**config.mk**
```make
export PLATFORM = sky130hd
export DESIGN_NAME = priority_queue_max_extract_core
export DESIGN_NICKNAME = d
export VERILOG_FILES = /design/src/pqme_pkg.sv /design/src/pqme_cell.sv /design/src/priority_queue_max_extract_core.sv
export SDC_FILE = /design/constraint.sdc
export NUM_CORES = 2
export LEC_CHECK = 0
export ABC_AREA = 1
export CORE_UTILIZATION = 69
export CTS_CLUSTER_SIZE = 20
export DETAILED_ROUTE_END_ITERATION = 16
export DONT_BUFFER_PORTS = 1
export GPL_TIMING_DRIVEN = 0
export PLACE_DENSITY_LB_ADDON = 0.1
export SLEW_MARGIN = 20
export SYNTH_ARGS = -nofsm -noshare
export SYNTH_HDL_FRONTEND = slang
export SYNTH_HIERARCHICAL = 1
export SYNTH_SLANG_ARGS = --single-unit
```
**constraint.sdc**
```tcl
create_clock -name clk_i -period 11 [get_ports clk_i]
set_clock_uncertainty 0.2 [all_clocks]
set_input_delay 2.2 -clock clk_i [delete_from_list [all_inputs] [get_ports clk_i]]
set_output_delay 2.2 -clock clk_i [all_outputs]
set_load 0.02 [all_outputs]
```
**src/pqme_pkg.sv**
```systemverilog
// ----------------------------------------------------------------------------
// pqme_pkg
// Shared types and constants of the max-extract priority queue.
// ----------------------------------------------------------------------------
package pqme_pkg;

  localparam int unsigned DefaultDepth = 16;
  localparam int unsigned CfgW         = 5;
  localparam int unsigned OccW         = 5;
  localparam logic [CfgW-1:0] CapReset = CfgW'(5);

  localparam logic OpInsert = 1'b0;
  localparam logic OpRemove = 1'b1;

  typedef enum logic [1:0] {
    StOk    = 2'd0,
    StFull  = 2'd1,
    StEmpty = 2'd2
  } status_e;

  typedef struct packed {
    logic               operation;
    logic signed [31:0] item_value;
    logic signed [31:0] item_priority;
  } in_t;

  typedef struct packed {
    status_e            status;
    logic signed [31:0] removed_value;
    logic signed [31:0] removed_priority;
    logic [OccW-1:0]    occupancy;
    logic               is_full;
    logic               is_empty;
  } out_t;

  typedef struct packed {
    logic signed [31:0] value;
    logic signed [31:0] prio;
  } entry_t;

  typedef struct packed {
    logic load;
    logic shift;
    logic scan;
    logic seed;
    logic occupied;
  } cell_ctrl_t;

endpackage

```
**src/pqme_cell.sv**
```systemverilog
// ----------------------------------------------------------------------------
// pqme_cell
// One queue slot: holds an entry, shifts from its upper neighbor and passes
// the running maximum of the search wave on to the next slot.
// ----------------------------------------------------------------------------
module pqme_cell #(
  parameter int unsigned IdxW  = 4,
  parameter int unsigned Index = 0
) (
  input  logic                clk_i,
  input  pqme_pkg::cell_ctrl_t ctrl_i,
  input  pqme_pkg::entry_t    item_i,
  input  pqme_pkg::entry_t    next_i,
  input  pqme_pkg::entry_t    carry_i,
  input  logic [IdxW-1:0]     carry_idx_i,
  output pqme_pkg::entry_t    entry_o,
  output pqme_pkg::entry_t    carry_o,
  output logic [IdxW-1:0]     carry_idx_o
);

  pqme_pkg::entry_t ent_q;
  pqme_pkg::entry_t carry_q;
  logic [IdxW-1:0]  carry_idx_q;
  logic             take_own;

  assign take_own = ctrl_i.seed ||
                    (ctrl_i.occupied && (ent_q.prio > carry_i.prio));

  always_ff @(posedge clk_i) begin
    if (ctrl_i.load) begin
      ent_q <= item_i;
    end else if (ctrl_i.shift) begin
      ent_q <= next_i;
    end
    if (ctrl_i.scan) begin
      if (take_own) begin
        carry_q     <= ent_q;
        carry_idx_q <= IdxW'(Index);
      end else begin
        carry_q     <= carry_i;
        carry_idx_q <= carry_idx_i;
      end
    end
  end

  assign entry_o     = ent_q;
  assign carry_o     = carry_q;
  assign carry_idx_o = carry_idx_q;

endmodule

```
**src/priority_queue_max_extract_core.sv**
```systemverilog
// ----------------------------------------------------------------------------
// priority_queue_max_extract_core
// Bounded priority queue over a chain of slot cells.
//
// Input channel (in_valid_i/in_ready_o, in_item_i): an insert appends a
// pair; a removal extracts the oldest entry of greatest priority. Output
// channel (out_valid_o/out_ready_i, out_item_o) returns one result per item.
// Configuration: cfg_we_i writes the capacity from cfg_wdata_i.
//
// Sequence: an insert, or a removal from an empty queue, goes from
// acceptance straight to the result stage (StDone), and the next item is
// taken once that result has moved into the output register. A removal
// sends a search wave through all DEPTH cells, one cell a cycle, then
// shifts the slots above the winner down in the StShift state.
// Reset empties the queue and sets the capacity to 5; slot contents are
// not cleared. The output register holds a result while the receiver
// stalls; the next item is still accepted, and its result waits inside
// until the output register frees.
// ----------------------------------------------------------------------------
module priority_queue_max_extract_core #(
  parameter int unsigned DEPTH = pqme_pkg::DefaultDepth
) (
  input  logic                       clk_i,
  input  logic                       rst_ni,
  input  logic                       cfg_we_i,
  input  logic [pqme_pkg::CfgW-1:0]  cfg_wdata_i,
  input  logic                       in_valid_i,
  output logic                       in_ready_o,
  input  pqme_pkg::in_t              in_item_i,
  output logic                       out_valid_o,
  input  logic                       out_ready_i,
  output pqme_pkg::out_t             out_item_o
);

  localparam int unsigned IdxW = $clog2(DEPTH);
  localparam int unsigned CntW = $clog2(DEPTH + 1);
  localparam int unsigned CapW = (CntW > pqme_pkg::CfgW) ? CntW : pqme_pkg::CfgW;

  typedef enum logic [1:0] {
    StIdle,
    StScan,
    StShift,
    StDone
  } state_e;

  state_e                    state_q;
  logic [IdxW-1:0]           pos_q;
  logic [CntW-1:0]           count_q, count_d;
  logic [pqme_pkg::CfgW-1:0] cap_q;
  pqme_pkg::out_t            res_q, res_d;
  pqme_pkg::out_t            out_q;
  logic                      out_valid_q;

  pqme_pkg::entry_t     ent   [DEPTH];
  pqme_pkg::entry_t     carry [DEPTH];
  logic [IdxW-1:0]      cidx  [DEPTH];
  pqme_pkg::cell_ctrl_t ctrl  [DEPTH];

  logic [CapW-1:0]  eff_cap, cap_ext, count_ext;
  logic             in_fire, is_ins, ins_ok, load_out, load_res;
  logic [IdxW-1:0]  best_idx;
  pqme_pkg::entry_t best;
  pqme_pkg::entry_t item;

  assign in_ready_o = (state_q == StIdle);
  assign in_fire    = in_valid_i && in_ready_o;
  assign is_ins     = (in_item_i.operation == pqme_pkg::OpInsert);
  assign item.value = in_item_i.item_value;
  assign item.prio  = in_item_i.item_priority;

  assign cap_ext   = CapW'(cap_q);
  assign count_ext = CapW'(count_q);

  always_comb begin
    if (cap_q == '0) begin
      eff_cap = CapW'(1);
    end else if (cap_ext > CapW'(DEPTH)) begin
      eff_cap = CapW'(DEPTH);
    end else begin
      eff_cap = cap_ext;
    end
  end

  assign ins_ok   = (count_ext < eff_cap);
  assign best     = carry[DEPTH-1];
  assign best_idx = cidx[DEPTH-1];

  always_comb begin
    for (int i = 0; i < DEPTH; i++) begin
      ctrl[i].load     = in_fire && is_ins && ins_ok && (count_q == CntW'(i));
      ctrl[i].scan     = (state_q == StScan) && (pos_q == IdxW'(i));
      ctrl[i].seed     = (i == 0);
      ctrl[i].occupied = (CntW'(i) < count_q);
      ctrl[i].shift    = (state_q == StShift) && (IdxW'(i) >= best_idx) &&
                         (CntW'(i + 1) < count_q);
    end
  end

  for (genvar g = 0; g < DEPTH; g++) begin : g_cell
    pqme_pkg::entry_t next_ent, carry_in;
    logic [IdxW-1:0]  carry_idx_in;
    if (g < DEPTH - 1) begin : g_next
      assign next_ent = ent[g+1];
    end else begin : g_top
      assign next_ent = ent[g];
    end
    if (g > 0) begin : g_chain
      assign carry_in     = carry[g-1];
      assign carry_idx_in = cidx[g-1];
    end else begin : g_head
      assign carry_in     = ent[0];
      assign carry_idx_in = '0;
    end
    pqme_cell #(
      .IdxW (IdxW),
      .Index(g)
    ) u_cell (
      .clk_i      (clk_i),
      .ctrl_i     (ctrl[g]),
      .item_i     (item),
      .next_i     (next_ent),
      .carry_i    (carry_in),
      .carry_idx_i(carry_idx_in),
      .entry_o    (ent[g]),
      .carry_o    (carry[g]),
      .carry_idx_o(cidx[g])
    );
  end

  always_comb begin
    count_d                = count_q;
    res_d                  = res_q;
    res_d.status           = pqme_pkg::StOk;
    res_d.removed_value    = '0;
    res_d.removed_priority = '0;
    load_res               = 1'b0;
    case (state_q)
      StIdle: begin
        if (in_fire) begin
          if (is_ins) begin
            load_res = 1'b1;
            if (ins_ok) begin
              count_d = count_q + 1'b1;
            end else begin
              res_d.status = pqme_pkg::StFull;
            end
          end else if (count_q == '0) begin
            load_res     = 1'b1;
            res_d.status = pqme_pkg::StEmpty;
          end
        end
      end
      StShift: begin
        load_res               = 1'b1;
        count_d                = count_q - 1'b1;
        res_d.removed_value    = best.value;
        res_d.removed_priority = best.prio;
      end
      default: begin
        load_res = 1'b0;
      end
    endcase
    res_d.occupancy = pqme_pkg::OccW'(count_d);
    res_d.is_full   = (CapW'(count_d) >= eff_cap);
    res_d.is_empty  = (count_d == '0);
  end

  assign load_out = (state_q == StDone) && (!out_valid_q || out_ready_i);

  always_ff @(posedge clk_i or negedge rst_ni) begin
    if (!rst_ni) begin
      state_q     <= StIdle;
      pos_q       <= '0;
      count_q     <= '0;
      cap_q       <= pqme_pkg::CapReset;
      out_valid_q <= 1'b0;
    end else begin
      count_q <= count_d;
      if (cfg_we_i) begin
        cap_q <= cfg_wdata_i;
      end
      if (load_out) begin
        out_valid_q <= 1'b1;
      end else if (out_ready_i) begin
        out_valid_q <= 1'b0;
      end
      case (state_q)
        StIdle: begin
          if (in_fire) begin
            pos_q <= '0;
            if (is_ins || (count_q == '0)) begin
              state_q <= StDone;
            end else begin
              state_q <= StScan;
            end
          end
        end
        StScan: begin
          pos_q <= pos_q + 1'b1;
          if (pos_q == IdxW'(DEPTH - 1)) begin
            state_q <= StShift;
          end
        end
        StShift: begin
          state_q <= StDone;
        end
        StDone: begin
          if (load_out) begin
            state_q <= StIdle;
          end
        end
        default: begin
          state_q <= StIdle;
        end
      endcase
    end
  end

  always_ff @(posedge clk_i) begin
    if (load_res) begin
      res_q <= res_d;
    end
    if (load_out) begin
      out_q <= res_q;
    end
  end

  assign out_valid_o = out_valid_q;
  assign out_item_o  = out_q;

endmodule

```
Word-level counts from Yosys, hierarchy flattened. Cells that the tools add are included.

Add/sub/neg operators: 3. Order comparisons: 48. Equality and inequality tests: 36. Muxes and demuxes: 67. Bitwise logic cells: 1. Reductions and logical operators: 109.

Operators with widths (number): $mux W64 (45); $gt A32 B32 Y1 (15); $logic_and A1 B1 Y1 (81); $eq A5 B4 Y1 const B (8); $lt A4 B5 Y1 const A (8); $reduce_bool A2 Y1 (17); $eq A4 B4 Y1 const B (8); $ge A4 B4 Y1 const A (7); $mux W5 (5); $eq A5 B3 Y1 const B (4); $lt A3 B5 Y1 const A (4); $eq A4 B3 Y1 const B (4); $ge A3 B4 Y1 const A (4); $logic_not A5 Y1 (3); $mux W2 (6); $eq A5 B2 Y1 const B (2); $lt A2 B5 Y1 const A (2); $pmux W5 S2 (1); $eq A4 B2 Y1 const B (2); $ge A1 B4 Y1 const A (2); $ge A2 B4 Y1 const A (2); $pmux W2 S4 (1); $pmux W4 S2 (1); $mux W1 (6); other kinds (22) (26).

Register bits after elaboration: 2260. Output and inout bits: 75. Logic and storage cells: 360.

Logic depth before layout (Yosys ltp).
Depth in word-level cells: 9. Mapped depth: 20. Depth with buffers taken out: 19.

Hierarchy. The synthesis kept the hierarchy.

By module, submodules not included: pqme_cell (g_cell[10].u_cell ...) (instances 5, cells an instance 709, area each 6675.2 um^2, seq. area each 3963.8 um^2); pqme_cell (g_cell[11].u_cell ...) (instances 4, cells an instance 709, area each 6678.9 um^2, seq. area each 3963.8 um^2); pqme_cell (g_cell[1].u_cell ...) (instances 4, cells an instance 707, area each 6602.6 um^2, seq. area each 3963.8 um^2); priority_queue_max_extract_core (instances 1, cells an instance 599, area each 6910.4 um^2, seq. area each 4812.1 um^2); pqme_cell (g_cell[15].u_cell) (instances 1, cells an instance 709, area each 6790.3 um^2, seq. area each 3963.8 um^2); pqme_cell (g_cell[9].u_cell) (instances 1, cells an instance 708, area each 6630.1 um^2, seq. area each 3963.8 um^2); pqme_cell (g_cell[0].u_cell) (instances 1, cells an instance 708, area each 6625.1 um^2, seq. area each 3963.8 um^2).

Worst setup path before layout. OpenSTA, ideal clock, no wires.

Path kind: input to register. Start point: in out_ready_i. End point: reg out_q, in the netlist out_item_o[0], enable pin. Arrival: 5759 ps. Data required time: 10272 ps. Slack: 4513 ps. Cell stages on the path: 2. Path buffers: 0. Cell sequence: inv_1 -> a21oi_1.

Word-level cells in the longest chain between the ends: 2.

RTL lines: start: declaration (RTL line priority_queue_max_extract_core.sv:31) `input logic out_ready_i,`; $logic_or A1 B1 Y1 (RTL line priority_queue_max_extract_core.sv:168) `assign load_out = (state_q == StDone) && (!out_valid_q || out_ready_i);`; $logic_and A1 B1 Y1 (RTL line priority_queue_max_extract_core.sv:168); via load_out (RTL line priority_queue_max_extract_core.sv:60) `logic in_fire, is_ins, ins_ok, load_out, load_res;`; end signal: assignment (RTL line priority_queue_max_extract_core.sv:224) `out_q <= res_q;`; end: declaration (RTL line priority_queue_max_extract_core.sv:51) `pqme_pkg::out_t out_q;`.

The timed path passes the listed nets, and every way through them passes these cells. A chain may end at the register's enable or synchronous reset.

==> run metrics <==
run status=completed; H-tree lvl count=4; violation count after the first detailed-routing iteration=8534; worst setup slack for register-to-register paths=6350 ps; vias after detailed routing=82.2k; # DRC=0; required time at the worst-slack endpoint=11330 ps; Top FF cell, synth=sky130_fd_sc_hd__edfxtp_1; hold path startpoint=res_q[38]; setup violators final=0; post-route design area=0.125 mm^2; switching fraction of total power=0.315; fin nets=12.8k; Cell Int Power=17900 uW; number of antenna violations at the first check in global routing=2; Synth async-reset ratio=0.00747; Synth Area in Compound Gates=0.0179; CTS tree=done; height of the chip=408 um; cts-stage hold buffer count=0; post-route setup TNS=0 ps; transition time at the pin with the least slew margin=1140 ps; via count of the first global-routing pass=80.6k; Critical Path, Cell by Cell=nand2_4, inv_4, nand2_4, clkinv_2, nand3_4, inv_1, nand2_1, nor2_1, clkbuf_1, or2_4, buf_16; die outline area=0.166 mm^2; post-synthesis sequential element count=2275; core occupancy in the finished layout=0.767; maximum number of pins on one net before global-route repair=65; startpoint of the most critical register-to-register path=cap_ext[4]; kind of critical path=in2reg; slowest stage cell on the critical path=sky130_fd_sc_hd__nor2_1; Initial Util=0.696; clk slew on worst S/H paths=60 ps; source-to-sink clock delay at the later pin of the worst-skew pair=860 ps; gr ovfl total=0; cts bufs inserted=224; cell leakage power=0.0559 uW; pre-CTS setup slack=5380 ps; count of inserted antenna diode cells=0; synthesized area divided by synthesized cell count=9.51 um^2; DR WL/cell=19.7 um; critical path's top delay family=simple AND/OR/NAND/NOR gates; area of the mapped netlist=0.113 mm^2; total global-route track usage=0.346; global-route wire length before repair=446 mm; total half-perimeter wirelength after legalization and detailed placement=212 mm; vias per cell=5.63; share of the yosys chip area belonging to registers=0.601; routed wire length=288 mm; cell mode on critical path=sky130_fd_sc_hd__nand2_4; clock network fraction of design power=0.303; part of the power in combinational logic=0.232; fraction of the mapped netlist area in simple logic gates=0.263; post-synth cell types=49; IO buf count=0; post-synthesis xor/xnor area fraction=0; crit-path max FO=43; area added between synthesis and finish=10.2%; synthesis warning total=6; Worst setup SP type=primary input; PwrDens=209 mW/mm^2; power dissipated by switching net loads=8230 uW; total count of max-transition violations in the final report=0; DRT Pass-1 Iters=6; share of the clock period used by the worst path=0.430; Max-slew headroom=0.231; CP Data Arrival Time=5070 ps; slack of the critical path=6270 ps; clock root buffer=sky130_fd_sc_hd__clkbuf_16; Tightest Hold Check Type=reg2reg; post-route total power=26100 uW; share of synthesized area spent on multiplexers=0.000199; setup repair bufs after CTS=0; worst IR drop on VDD=0.236 mV; Filler Cell Count=10.7k; area after detailed placement=0.117 mm^2; final critical-path required period=4730 ps; proportion of layout cells with a drive suffix above 1=0.0799; Resized Gates After CTS=0; Hold Path Depth=0; area share of fa/ha/maj cells after synthesis=0.0588; dominant combinational cell family by area after synthesis=simple AND/OR/NAND/NOR gates; endpoint kind of the worst setup timing path=flip-flop; final hold violation count=0; Ports=150; Largest stage delay, worst path=720 ps; maximum achievable frequency=211 MHz; final weighted congestion in routability-driven placement=0.996; number of placement rows=148; hold endpoint=out_item_o[38]; Die X-Extent=408 um; Core ar.=0.163 mm^2; max_cap viols=0; Crit Reg-Reg Endpoint=g_cell[1].u_cell/entry_o[50]; leading cell type in the layout, fill and taps excluded=sky130_fd_sc_hd__nand2_1; clock sink count=2275; length in cells of the worst reg-to-reg path=13; WP buf/inv=5; part of the power in registers=0.465; EDFF count, synth=2258; commonest cells after routing, fill and taps aside=5636 x sky130_fd_sc_hd__nand2_1, 2258 x sky130_fd_sc_hd__edfxtp_1, 1066 x sky130_fd_sc_hd__nand3_1; unrepaired setup endpoints after global routing=false; gate count after technology mapping=11.9k; Longest Clk Path Bufs=3; number of nets still failing antenna checks after routing=0
## sequential cells by signal (all words and copies together) (netlist names)
signal	count
count_ext	5
cap_ext	5
g_cell.u_cell/carry_idx_o	64
g_cell.u_cell/entry_o	1024
state_q	2
out_item_o	73
out_valid_o	1
pos_q	4
res_q	73
g_cell.u_cell/carry_o	1024
## stage by stage
stage                     hold slack [ps]  std cells
after global routing                  233      14594
after global placement                202      14126
final                                 218      14594
after CTS                             222      14594
after detailed placement              205      14175
after floorplan                       200      11951
## power groups by stage
| stage | Combinational, uW | Sequential (uW) | Clock, uW |
|---|---|---|---|
| after floorplan | 4130 | 12100 | 0 |
| after detailed placement | 5810 | 12200 | 0 |
| after global placement | 5440 | 12300 | 0 |
| after global routing | 6660 | 12200 | 8300 |
| final | 6050 | 12100 | 7920 |
| after CTS | 5920 | 12100 | 7980 |
## final cells by class
type | count | area, um^2 | share of cell area
plain buffers | 558 | 3310 | 0.0265
clock buffers | 280 | 5940 | 0.0475
clock inverters | 139 | 1580 | 0.0126
inverters | 884 | 3320 | 0.0266
multi-input cells | 8234 | 38800 | 0.311
flip-flops and latches | 2275 | 68200 | 0.546
well taps | 2175 | 2720 | 0.0218
repair buffers | 49 | 1030 | 0.00827
## synthesized netlist by cell type (54+ instances only)
cell                       number  share of area
sky130_fd_sc_hd__a21oi_1      236          0.010
sky130_fd_sc_hd__buf_2         86         0.0038
sky130_fd_sc_hd__buf_4         54         0.0036
sky130_fd_sc_hd__buf_6         61         0.0061
sky130_fd_sc_hd__clkbuf_1     291         0.0096
sky130_fd_sc_hd__edfxtp_1    2258           0.60
sky130_fd_sc_hd__ha_1         533          0.059
sky130_fd_sc_hd__inv_1        864          0.029
sky130_fd_sc_hd__nand2_1     5637           0.19
sky130_fd_sc_hd__nand2_2      261          0.014
sky130_fd_sc_hd__nand3_1     1066          0.047
sky130_fd_sc_hd__nor2_1       224         0.0074
## cells by family after synthesis
group / count (synthesis)
buffers and inverters: 1442
AO/OA/AOI/OAI: 365
AND/OR/NAND/NOR: 7314
other: 2
multiplexers: 2
flip-flops: 2275
adder cells (fa/ha/maj): 533
## how the worst max path moves through the flow
stage	startpoint	to	depth (start not counted)
6_report	in_valid_i	g_cell[1].u_cell/entry_o[50]	11
5_1_grt	cap_ext[4]	g_cell[13].u_cell/entry_o[42]	13
4_1_cts	in_valid_i	g_cell[1].u_cell/entry_o[50]	11
3_5_place_dp	in_valid_i	g_cell[0].u_cell/entry_o[49]	8
3_3_place_gp	out_ready_i	out_item_o[54]	2
2_1_floorplan	out_ready_i	out_item_o[0]	2
## metal layers
layer,vias up,track usage,part of all wire
li1,39664,-,-
met1,38046,0.441,0.39
met2,3716,0.585,0.48
met3,740,0.0469,0.076
met4,0,0.170,0.054
met5,-,0,0
Power figures use the tool's default switching activity.
